**config.mk**
```make
export PLATFORM = sky130hd
export DESIGN_NAME = sheet_dispense_sequencer
export DESIGN_NICKNAME = d
export VERILOG_FILES = /design/src/hw/rtl/sds_pkg.sv /design/src/hw/rtl/sheet_dispense_sequencer.sv /design/src/hw/rtl/sds_cfg.sv /design/src/hw/rtl/sds_core.sv /design/src/hw/rtl/sds_outbuf.sv
export SDC_FILE = /design/constraint.sdc
export NUM_CORES = 1
export LEC_CHECK = 0
export BUFFER_PORTS_ARGS = -buffer_cell sky130_fd_sc_hd__buf_2
export CAP_MARGIN = 25
export CORE_UTILIZATION = 55
export CTS_CLUSTER_DIAMETER = 80
export DETAILED_ROUTE_END_ITERATION = 7
export GPL_TIMING_DRIVEN = 1
export PLACE_DENSITY = 0.8
export SKIP_LAST_GASP = 1
export SYNTH_ARGS = -nofsm -noshare
export SYNTH_HDL_FRONTEND = slang
export SYNTH_SLANG_ARGS = --single-unit
```
**constraint.sdc**
```tcl
create_clock -name clk -period 9.7 [get_ports clk]
set_clock_uncertainty 0.05 [all_clocks]
set_input_delay 0.485 -clock clk [delete_from_list [all_inputs] [get_ports clk]]
set_output_delay 0.485 -clock clk [all_outputs]
set_load 0.005 [all_outputs]
```
**src/hw/rtl/sds_pkg.sv**
```systemverilog
// ----------------------------------------------------------------------------
// sds_pkg
// shared types, constants and helpers for the sheet dispense sequencer
// ----------------------------------------------------------------------------
`default_nettype none

package sds_pkg;

    // width of the interval countdown, loads above its range saturate
    localparam int TIMER_WIDTH = 24;
    localparam logic [31:0] TIMER_MAX = 32'((64'd1 << TIMER_WIDTH) - 64'd1);

    localparam int CFG_INDEX_WIDTH = 3;
    localparam int CFG_DATA_WIDTH  = 24;
    localparam int IN_TDATA_WIDTH  = 24;
    localparam int OUT_TDATA_WIDTH = 24;

    // register indexes
    localparam logic [CFG_INDEX_WIDTH-1:0] REG_HALF_PERIOD = 3'd0;
    localparam logic [CFG_INDEX_WIDTH-1:0] REG_STEP_GAP    = 3'd1;
    localparam logic [CFG_INDEX_WIDTH-1:0] REG_STEPS       = 3'd2;
    localparam logic [CFG_INDEX_WIDTH-1:0] REG_PAUSE       = 3'd3;
    localparam logic [CFG_INDEX_WIDTH-1:0] REG_RAMP        = 3'd4;
    localparam logic [CFG_INDEX_WIDTH-1:0] REG_POLL        = 3'd5;

    // input opcodes
    localparam logic OP_TICK  = 1'b0;
    localparam logic OP_START = 1'b1;

    typedef enum logic [7:0] {
        PH_IDLE  = 8'b0000_0001,
        PH_HOME  = 8'b0000_0010,
        PH_SHEET = 8'b0000_0100,
        PH_HIGH  = 8'b0000_1000,
        PH_LOW   = 8'b0001_0000,
        PH_GAP   = 8'b0010_0000,
        PH_PAUSE = 8'b0100_0000,
        PH_RAMP  = 8'b1000_0000
    } sds_phase_t;

    typedef struct packed {
        logic [15:0] half_period_ticks;
        logic [15:0] step_gap_ticks;
        logic [15:0] steps_per_paper;
        logic [23:0] paper_pause_ticks;
        logic [23:0] ramp_ticks;
        logic [23:0] poll_ticks;
    } sds_cfg_t;

    typedef struct packed {
        logic [15:0] sheets_done;
        logic        busy_res;
        logic        motor_reverse;
        logic        motor_forward;
        logic        step_dir;
        logic        step_pulse;
    } sds_res_t;

    // saturating load of a register value into the countdown
    function automatic logic [TIMER_WIDTH-1:0] timer_load(input logic [23:0] value);
        logic [31:0] wide;
        wide = {8'd0, value};
        if (wide > TIMER_MAX)
        begin
            return TIMER_MAX[TIMER_WIDTH-1:0];
        end
        return wide[TIMER_WIDTH-1:0];
    endfunction

endpackage

`default_nettype wire

```
**src/hw/rtl/sheet_dispense_sequencer.sv**
```systemverilog
// ----------------------------------------------------------------------------
// sheet_dispense_sequencer
// homes the feed on a limit switch, steps out sheets and ramps the motor back
// ----------------------------------------------------------------------------
// Each input word is either a 1 us tick (tuser low) or a start command (tuser
// high); every accepted word yields exactly one result word holding the line
// levels after that word's update. One word is taken per clock cycle while the
// output buffer has room: the whole update is a single pass of next-state logic
// from the state registers, and its result is written into a two-word output
// buffer at the accepting edge, from where it leaves in order.
// s_tready only drops while both buffer words wait on the output side, so a
// stalled consumer never costs throughput until the buffer is full. The
// configuration channel is always ready and should be written while no result
// is pending; a write takes effect the next time that value is loaded.
// ----------------------------------------------------------------------------
`default_nettype none

module sheet_dispense_sequencer (
    input  wire logic                                clk,
    input  wire logic                                rst_n,
    // input stream
    input  wire logic                                s_tvalid,
    output logic                                     s_tready,
    // [15:0] paper_count, [16] limit_pressed, [23:17] zero
    input  wire logic [sds_pkg::IN_TDATA_WIDTH-1:0]  s_tdata,
    // [0] opcode
    input  wire logic                                s_tuser,
    // result stream
    output logic                                     m_tvalid,
    input  wire logic                                m_tready,
    // [0] step_pulse, [1] step_dir, [2] motor_forward, [3] motor_reverse,
    // [4] busy_res, [20:5] sheets_done, [23:21] zero
    output logic [sds_pkg::OUT_TDATA_WIDTH-1:0]      m_tdata,
    // configuration writes
    input  wire logic                                cfg_valid,
    output logic                                     cfg_ready,
    input  wire logic [sds_pkg::CFG_INDEX_WIDTH-1:0] cfg_index,
    input  wire logic [sds_pkg::CFG_DATA_WIDTH-1:0]  cfg_data
);
    import sds_pkg::*;

    sds_cfg_t cfg;
    sds_res_t res_next;
    sds_res_t res_out;
    logic     has_room;
    logic     item_en;

    // a word is taken whenever the output buffer has a free slot
    assign s_tready = has_room;
    assign item_en  = s_tvalid && has_room;

    sds_cfg u_cfg (
        .clk       (clk),
        .rst_n     (rst_n),
        .cfg_valid (cfg_valid),
        .cfg_ready (cfg_ready),
        .cfg_index (cfg_index),
        .cfg_data  (cfg_data),
        .cfg       (cfg)
    );

    // sequencer state advances once per accepted word
    sds_core u_core (
        .clk           (clk),
        .rst_n         (rst_n),
        .cfg           (cfg),
        .item_en       (item_en),
        .opcode        (s_tuser),
        .paper_count   (s_tdata[15:0]),
        .limit_pressed (s_tdata[16]),
        .res_next      (res_next)
    );

    sds_outbuf u_outbuf (
        .clk       (clk),
        .rst_n     (rst_n),
        .push      (item_en),
        .push_data (res_next),
        .has_room  (has_room),
        .out_valid (m_tvalid),
        .out_ready (m_tready),
        .out_data  (res_out)
    );

    // pack the result word, step_pulse in bit 0 and zero padding on top
    assign m_tdata = {3'd0, res_out.sheets_done, res_out.busy_res, res_out.motor_reverse,
                      res_out.motor_forward, res_out.step_dir, res_out.step_pulse};

endmodule

`default_nettype wire

```
**src/hw/rtl/sds_cfg.sv**
```systemverilog
// ----------------------------------------------------------------------------
// sds_cfg
// configuration register file, one write per handshake
// ----------------------------------------------------------------------------
`default_nettype none

module sds_cfg (
    input  wire logic                                clk,
    input  wire logic                                rst_n,
    input  wire logic                                cfg_valid,
    output logic                                     cfg_ready,
    input  wire logic [sds_pkg::CFG_INDEX_WIDTH-1:0] cfg_index,
    input  wire logic [sds_pkg::CFG_DATA_WIDTH-1:0]  cfg_data,
    output sds_pkg::sds_cfg_t                        cfg
);
    import sds_pkg::*;

    sds_cfg_t cfg_reg;

    assign cfg_ready = 1'b1;
    assign cfg       = cfg_reg;

    always_ff @(posedge clk or negedge rst_n)
    begin
        if (!rst_n)
        begin
            cfg_reg.half_period_ticks <= 16'd1000;
            cfg_reg.step_gap_ticks    <= 16'd1000;
            cfg_reg.steps_per_paper   <= 16'd200;
            cfg_reg.paper_pause_ticks <= 24'd100000;
            cfg_reg.ramp_ticks        <= 24'd8000000;
            cfg_reg.poll_ticks        <= 24'd100000;
        end
        else if (cfg_valid)
        begin
            case (cfg_index)
                REG_HALF_PERIOD: cfg_reg.half_period_ticks <= cfg_data[15:0];
                REG_STEP_GAP:    cfg_reg.step_gap_ticks    <= cfg_data[15:0];
                REG_STEPS:       cfg_reg.steps_per_paper   <= cfg_data[15:0];
                REG_PAUSE:       cfg_reg.paper_pause_ticks <= cfg_data;
                REG_RAMP:        cfg_reg.ramp_ticks        <= cfg_data;
                REG_POLL:        cfg_reg.poll_ticks        <= cfg_data;
                default:         ;
            endcase
        end
    end

endmodule

`default_nettype wire

```
**src/hw/rtl/sds_core.sv**
```systemverilog
// ----------------------------------------------------------------------------
// sds_core
// sequencer state and single-pass next-state logic, one item per cycle while item_en is high
// ----------------------------------------------------------------------------
`default_nettype none

module sds_core (
    input  wire logic              clk,
    input  wire logic              rst_n,
    input  sds_pkg::sds_cfg_t      cfg,
    input  wire logic              item_en,
    input  wire logic              opcode,
    input  wire logic [15:0]       paper_count,
    input  wire logic              limit_pressed,
    output sds_pkg::sds_res_t      res_next
);
    import sds_pkg::*;

    sds_phase_t             phase_reg,        phase_next;
    logic [TIMER_WIDTH-1:0] countdown_reg,    countdown_next;
    logic [15:0]            steps_left_reg,   steps_left_next;
    logic [15:0]            sheets_left_reg,  sheets_left_next;
    logic [15:0]            sheets_count_reg, sheets_count_next;
    logic                   pulse_reg,        pulse_next;
    logic                   dir_reg,          dir_next;
    logic                   fwd_reg,          fwd_next;
    logic                   rev_reg,          rev_next;
    logic [15:0]            steps_dec;

    assign steps_dec = steps_left_reg - 16'd1;

    always_comb
    begin
        phase_next        = phase_reg;
        countdown_next    = countdown_reg;
        steps_left_next   = steps_left_reg;
        sheets_left_next  = sheets_left_reg;
        sheets_count_next = sheets_count_reg;
        pulse_next        = pulse_reg;
        dir_next          = dir_reg;
        fwd_next          = fwd_reg;
        rev_next          = rev_reg;

        if (opcode == OP_START)
        begin
            if (phase_reg == PH_IDLE)
            begin
                sheets_left_next  = paper_count;
                sheets_count_next = 16'd0;
                steps_left_next   = 16'd0;
                countdown_next    = '0;
                fwd_next          = 1'b1;
                rev_next          = 1'b0;
                phase_next        = PH_HOME;
            end
        end
        else if (phase_reg != PH_IDLE)
        begin
            if (countdown_reg > TIMER_WIDTH'(1))
            begin
                countdown_next = countdown_reg - TIMER_WIDTH'(1);
            end
            else
            begin
                case (phase_reg)
                    PH_HOME:
                    begin
                        if (limit_pressed)
                        begin
                            fwd_next       = 1'b0;
                            countdown_next = '0;
                            phase_next     = PH_SHEET;
                        end
                        else
                        begin
                            countdown_next = timer_load(cfg.poll_ticks);
                        end
                    end
                    PH_SHEET:
                    begin
                        if (sheets_left_reg == 16'd0)
                        begin
                            fwd_next       = 1'b0;
                            rev_next       = 1'b1;
                            countdown_next = timer_load(cfg.ramp_ticks);
                            phase_next     = PH_RAMP;
                        end
                        else if (!limit_pressed)
                        begin
                            fwd_next       = 1'b1;
                            rev_next       = 1'b0;
                            countdown_next = '0;
                            phase_next     = PH_HOME;
                        end
                        else
                        begin
                            dir_next        = 1'b1;
                            steps_left_next = cfg.steps_per_paper;
                            if (cfg.steps_per_paper == 16'd0)
                            begin
                                sheets_left_next  = sheets_left_reg - 16'd1;
                                sheets_count_next = sheets_count_reg + 16'd1;
                                countdown_next    = timer_load(cfg.paper_pause_ticks);
                                phase_next        = PH_PAUSE;
                            end
                            else
                            begin
                                pulse_next     = 1'b1;
                                countdown_next = timer_load({8'd0, cfg.half_period_ticks});
                                phase_next     = PH_HIGH;
                            end
                        end
                    end
                    PH_HIGH:
                    begin
                        pulse_next     = 1'b0;
                        countdown_next = timer_load({8'd0, cfg.half_period_ticks});
                        phase_next     = PH_LOW;
                    end
                    PH_LOW:
                    begin
                        countdown_next = timer_load({8'd0, cfg.step_gap_ticks});
                        phase_next     = PH_GAP;
                    end
                    PH_GAP:
                    begin
                        steps_left_next = steps_dec;
                        if (steps_dec != 16'd0)
                        begin
                            pulse_next     = 1'b1;
                            countdown_next = timer_load({8'd0, cfg.half_period_ticks});
                            phase_next     = PH_HIGH;
                        end
                        else
                        begin
                            sheets_left_next  = sheets_left_reg - 16'd1;
                            sheets_count_next = sheets_count_reg + 16'd1;
                            countdown_next    = timer_load(cfg.paper_pause_ticks);
                            phase_next        = PH_PAUSE;
                        end
                    end
                    PH_PAUSE:
                    begin
                        countdown_next = '0;
                        phase_next     = PH_SHEET;
                    end
                    PH_RAMP:
                    begin
                        rev_next       = 1'b0;
                        countdown_next = '0;
                        phase_next     = PH_IDLE;
                    end
                    default:
                    begin
                        phase_next = phase_reg;
                    end
                endcase
            end
        end
    end

    // the result is the line levels after this item's update
    assign res_next.step_pulse    = pulse_next;
    assign res_next.step_dir      = dir_next;
    assign res_next.motor_forward = fwd_next;
    assign res_next.motor_reverse = rev_next;
    assign res_next.busy_res      = (phase_next != PH_IDLE);
    assign res_next.sheets_done   = sheets_count_next;

    always_ff @(posedge clk or negedge rst_n)
    begin
        if (!rst_n)
        begin
            phase_reg        <= PH_IDLE;
            countdown_reg    <= '0;
            steps_left_reg   <= 16'd0;
            sheets_left_reg  <= 16'd0;
            sheets_count_reg <= 16'd0;
            pulse_reg        <= 1'b0;
            dir_reg          <= 1'b0;
            fwd_reg          <= 1'b0;
            rev_reg          <= 1'b0;
        end
        else if (item_en)
        begin
            phase_reg        <= phase_next;
            countdown_reg    <= countdown_next;
            steps_left_reg   <= steps_left_next;
            sheets_left_reg  <= sheets_left_next;
            sheets_count_reg <= sheets_count_next;
            pulse_reg        <= pulse_next;
            dir_reg          <= dir_next;
            fwd_reg          <= fwd_next;
            rev_reg          <= rev_next;
        end
    end

endmodule

`default_nettype wire

```
**src/hw/rtl/sds_outbuf.sv**
```systemverilog
// ----------------------------------------------------------------------------
// sds_outbuf
// two-word result buffer, decouples output stalls from input acceptance
// ----------------------------------------------------------------------------
`default_nettype none

module sds_outbuf (
    input  wire logic          clk,
    input  wire logic          rst_n,
    input  wire logic          push,
    input  sds_pkg::sds_res_t  push_data,
    output logic               has_room,
    output logic               out_valid,
    input  wire logic          out_ready,
    output sds_pkg::sds_res_t  out_data
);
    import sds_pkg::*;

    sds_res_t    head_reg, head_next;
    sds_res_t    skid_reg, skid_next;
    logic [1:0]  count_reg, count_next;
    logic        pop;

    assign out_valid = (count_reg != 2'd0);
    assign has_room  = (count_reg != 2'd2);
    assign out_data  = head_reg;
    assign pop       = out_valid && out_ready;

    always_comb
    begin
        head_next  = head_reg;
        skid_next  = skid_reg;
        count_next = count_reg;
        case (count_reg)
            2'd0:
            begin
                if (push)
                begin
                    head_next  = push_data;
                    count_next = 2'd1;
                end
            end
            2'd1:
            begin
                if (push && pop)
                begin
                    head_next = push_data;
                end
                else if (push)
                begin
                    skid_next  = push_data;
                    count_next = 2'd2;
                end
                else if (pop)
                begin
                    count_next = 2'd0;
                end
            end
            2'd2:
            begin
                if (pop)
                begin
                    head_next  = skid_reg;
                    count_next = 2'd1;
                end
            end
            default:
            begin
                count_next = 2'd0;
            end
        endcase
    end

    always_ff @(posedge clk or negedge rst_n)
    begin
        if (!rst_n)
        begin
            count_reg <= 2'd0;
        end
        else
        begin
            count_reg <= count_next;
        end
    end

    always_ff @(posedge clk)
    begin
        head_reg <= head_next;
        skid_reg <= skid_next;
    end

endmodule

`default_nettype wire

```
# Word level (Yosys, flattened, before mapping)
# Cells that the tools add are included.
[op_classes] n_reduce_logical=26 magnitude_cmp=1 n_eq_ne=29 n_bitwise=1 addsub=4 mux=84
[ops] op="$mux W16" count=22
[ops] op="$mux W24" count=9
[ops] op="$pmux W24 S6" count=1
[ops] op="$pmux W16 S2" count=3
[ops] op="$mux W21" count=3
[ops] op="$pmux W21 S3" count=1
[ops] op="$mux W8" count=7
[ops] op="$pmux W8 S7" count=1
[ops] op="$logic_not A16 Y1" count=2
[ops] op="$sub A16 B1 Y16 const B" count=2
[ops] op="$mux W1" count=26
[ops] op="$gt A24 B1 Y1 const B" count=1
[ops] op="$sub A24 B1 Y24 const B" count=1
[ops] op="$add A16 B1 Y16 const B" count=1
[ops] op="$ne A8 B1 Y1 const B" count=2
[ops] op="$reduce_bool A16 Y1" count=1
[ops] op="$mux W7" count=2
[ops] op="$reduce_and A2 Y1" count=6
[ops] op="$reduce_and A4 Y1" count=3
[ops] op="$mux W2" count=5
[ops] op="$ne A3 B3 Y1 const B" count=3
[ops] op="$reduce_and A9 Y1" count=1
[ops] op="$eq A8 B1 Y1 const B" count=1
[ops] op="$eq A8 B2 Y1 const B" count=1
[ops] op="other kinds (28)" count=40
[totals] register_bits=248 wordCells=173

# Depth between registers and ports, before layout
[depth] word_depth=11 ltp_mapped=12

# Hierarchy
# Synthesis repeated with hierarchy kept, for this count alone.
[unflattened] hier_cells=1273 area_unflattened_um2=13240.2
[by_module_without_submodules] module="sds_core" seq_area_each_um2=2103.3 area_each_um2=6926.6 cells_per_inst=929 n_inst=1
[by_module_without_submodules] module="sds_cfg" seq_area_each_um2=3045.4 area_each_um2=4621.9 cells_per_inst=261 n_inst=1
[by_module_without_submodules] module="sds_outbuf" seq_area_each_um2=1311.3 area_each_um2=1659.1 cells_per_inst=78 n_inst=1
[by_module_without_submodules] module="sheet_dispense_sequencer" seq_area_each_um2=0.0 area_each_um2=32.5 cells_per_inst=5 n_inst=1

# Worst setup path before layout
# Ideal clock, no wire load.
[synth_path] kind="register to register" from="register u_core.steps_left_reg[0]" to="register u_outbuf.head_reg (netlist bit u_outbuf.out_data[11]), data pin" path_slack_ns=6.510 stages_incl_launch_ff=11 n_path_buf=0 required_time_ns=9.390 setup_time_ns=0.260 arrival_time_ns=2.880 path_cell_list="dfrtp_1 inv_1 ha_1 nor4b_2 nand4_1 o32a_1 a211oi_4 o211ai_1 nor4_1 nor3_2 mux2_2"
[synth_lines] element="start, declared" line="sds_core.sv:21" rtl="logic [15:0] steps_left_reg, steps_left_next;"
[synth_lines] element="start signal, assigned" line="sds_core.sv:188" rtl="steps_left_reg <= steps_left_next;"
[synth_lines] element="end signal, assigned" line="sds_outbuf.sv:88" rtl="head_reg <= head_next;"
[synth_lines] element="end, declared" line="sds_outbuf.sv:19" rtl="sds_res_t head_reg, head_next;"

# Worst setup path in the final report
[layout_path] from="register u_core.phase_reg[2]" to="register u_core.countdown_reg[13]"
[layout_between] elab_chain_len=6 word_cells_on_any_way=18 classes_between="eq/ne (10); mux (4); reduce/logical (4)"
[layout_rtl] element="start, declared" line="sds_core.sv:19" rtl="sds_phase_t phase_reg, phase_next;"
[layout_rtl] element="start signal, assigned" line="sds_core.sv:186" rtl="phase_reg <= phase_next;"
[layout_rtl] element="$eq A8 B7 Y1 or $eq A8 B8 Y1 (tied branches)" line="sds_core.sv:65" rtl="case (phase_reg)"
[layout_rtl] element="$reduce_or A2 Y1 (no line)"
[layout_rtl] element="$pmux W24 S6" line="sds_core.sv:65"
[layout_rtl] element="$mux W24" line="sds_core.sv:59" rtl="if (countdown_reg > TIMER_WIDTH'(1))"
[layout_rtl] element="$mux W24" line="sds_core.sv:57" rtl="else if (phase_reg != PH_IDLE)"
[layout_rtl] element="$mux W24" line="sds_core.sv:44" rtl="if (opcode == OP_START)"
[layout_rtl] element="end signal, assigned" line="sds_core.sv:187" rtl="countdown_reg <= countdown_next;"
[layout_rtl] element="end, declared" line="sds_core.sv:20" rtl="logic [TIMER_WIDTH-1:0] countdown_reg, countdown_next;"
# Several ways; a longest one is shown, not always the timed one. The select of a mux whose other input is x is not followed.
# A chain may end at the register's enable or synchronous reset.

==> impl_metrics.json <==
{
  "synth-simple-area-share_pct": 13.9,
  "layout_commonest_cell": "dfrtp_1",
  "synth_seq_cells": 248,
  "largest_reg_flops": 120,
  "fmax_mhz": 235,
  "post_drt_wl_per_cell_um": 20.5,
  "synthArstFlopShare_pct": 83.1,
  "antenna_found_initial": 0,
  "antenna_left": 0,
  "cp_top_family": "simple AND/OR/NAND/NOR gates",
  "first_pass_iters": 6,
  "grt_overflow": 0,
  "cpPeakStageDelay_ns": 1.00,
  "post-route-period-util_pct": 43.9,
  "post-route-drc-count": 0,
  "grt_max_degree": 131,
  "layout_common_cells": "dfrtp_1 (171), mux2_2 (136), nor2_1 (105), o21ai_0 (77), nand2_1 (72)",
  "pin_count": 84,
  "rows": 55,
  "htree_num_levels": 1,
  "min_path_type": "in -> reg",
  "cp_slowest_cell": "and4b_1",
  "layout-drive-gt1-share_pct": 26.5,
  "multi_input_area_um2": 6030,
  "slew_headroom_pct": 27.1,
  "cts_buffer_depth": 3,
  "crit_fanout": 19,
  "cp.arrival_ns": 4.63,
  "status": "complete, no violations",
  "setup_viol": 0,
  "dieWidth_um": 155,
  "synth-compound-area-share_pct": 19.6,
  "worstSetupPathType": "reg -> reg",
  "final.min_clock_period_ns": 4.25,
  "crit_chain": "nor4_1 > and4b_1 > a2111o_1 > nor2_1 > a21oi_1 > o31ai_1 > a22o_1",
  "cts_root_buf": "clkbuf_16",
  "total_power_mw": 3.12,
  "drt_iter0_markers": 982,
  "yosysSeqAreaShare_pct": 50.5,
  "synth_top_flop_cell": "dfrtp_1",
  "layout.cells.non_filler": 1568,
  "dp_cells": 1514,
  "postSynthAreaPerCell_um2": 10.6,
  "synth_top_area_cell": "dfrtp_1",
  "place_ws_ns": 5.61,
  "cellLeakagePower_nw": 5.89,
  "synth_edf_count": 42,
  "start_util_pct": 56.3,
  "end_kind": "flip-flop",
  "post_cts_buffers": 0,
  "cp_data_required_time_ns": 10.07,
  "via_count": 10300,
  "post_cts_resized": 0,
  "fp.dieH_um": 155,
  "grt_pass1_vias": 9950,
  "die_area_um2": 23900,
  "core_area_um2": 22700,
  "gp_congestion": 0.902,
  "fin_tns_setup_ns": 0,
  "synth_cell_types": 85,
  "synth_area_um2": 12800,
  "cts_tree": "built",
  "num_antenna_cells": 0,
  "path_clk_slew_ns": 0.06,
  "cts_sinks": 248,
  "finalHoldViolations": 0,
  "tightest_slew_ns": 1.09,
  "synthTopCellsByArea": "dfrtp_1 (33%), mux2_2 (12%), edfxtp_1 (9.9%)",
  "syn_inst": 1207,
  "synth_top_area_share_pct": 33.5,
  "start_kind": "flip-flop",
  "io_buffers": 72,
  "synth_fa_ha_area_share_pct": 0.783,
  "power_density_nw_per_um2": 217,
  "max-cap-violations": 0,
  "synth_top_family_by_area": "compound AO/OA/AOI/OAI gates",
  "numCtsBuffers": 27,
  "muxShareOfSynthArea_pct": 12.1,
  "gr-usage-all-layers_pct": 27.2,
  "clk_latency_ns": 0.54,
  "yosys.area_share.xor_xnor_pct": 0.274,
  "rsz0062_at_grt": "false",
  "fin_ws_ns": 5.45,
  "routed_via_density": 6.55,
  "wirelength_um": 32200,
  "ir_drop_mv": 0.142,
  "ys_warn_count": 0,
  "fill_cells": 1793,
  "final_nets": 1328,
  "regArea_um2": 6460,
  "grt_pass1_wl_um": 52200,
  "hpwl_um": 20800,
  "maxSlewViolCount": 0,
  "syn_to_final_growth_pct": 12.4,
  "crit_buf_inv": 0
}
## kinds of logic (layout without fill, tap and decap cells)
kind of cell,after synthesis,count (layout)
compound gates,364,364
xor+xnor,4,4
fa+ha+maj,8,8
simple gates,354,354
flops,248,248
other cells,2,4
buf+inv,90,164
mux,137,137
## per-layer routing
metal	vias to the layer above	global-route usage, %	wire length [um]
met3	85	3.50	2040
li1	4723	-	-
met4	0	10.5	1190
met1	5039	37.4	13800
met5	-	0	0
met2	430	44.2	15100
## cell type report
type                    count  area share [%]
clock buffers              34            5.02
flip-flops and latches    248            44.9
repair buffers             92            3.99
inverters                  23           0.600
clock inverters            15            1.06
multi-input cells         871            41.9
well taps                 285            2.48
## power breakdown
part / switching, mW / leakage (nW) / internal, mW
Sequential: 0.159 / 2.90 / 1.28
Clock: 0.427 / 0.434 / 0.586
Combinational: 0.369 / 2.56 / 0.306
Total: 0.955 / 5.89 / 2.17
## stage by stage
step | hold WS [ns] | utilization (%) | instance area (um^2)
global placement | 0.426 | 59.0 | 13400
finish | 0.125 | 63.3 | 14400
floorplan | 0.139 | - | 12800
CTS | 0.111 | 62.9 | 14300
global route | 0.147 | 63.3 | 14400
detailed placement | 0.431 | 59.1 | 13400
## final timing paths
| check | from | end | slack, ns | cells after the start |
|---|---|---|---|---|
| min in group asynchronous | rst_n | u_outbuf.count_reg[0] | 0.30 | 2 |
| min reg2reg | u_cfg.cfg[3] | u_cfg.cfg[3] | 0.45 | 1 |
| max in group asynchronous | rst_n | u_cfg.cfg[79] | 8.39 | 4 |
| max reg2reg | u_core.phase_reg[2] | u_core.countdown_reg[13] | 5.45 | 7 |
| min | m_tready | u_outbuf.count_reg[1] | 0.12 | 2 |
| max | u_core.phase_reg[2] | u_core.countdown_reg[13] | 5.45 | 7 |
## cell usage after synthesis, drive strengths merged, types with 18 or more instances
cell type	n
a21oi	72
a221o	22
a22oi	19
a31oi	26
clkbuf	53
dfrtp	171
dfstp	35
edfxtp	42
inv	21
mux2	136
nand2	72
nand3	28
nor2	106
nor3	42
nor4	22
o21ai	92
o31ai	18
## what timing repair did
item / CTS / global route
endpoints found under the setup margin: 0 / 0
hold buffers: 0 / 1
hold endpoints to repair: 0 / 12
No activity file was read; power rests on OpenSTA's default activity.
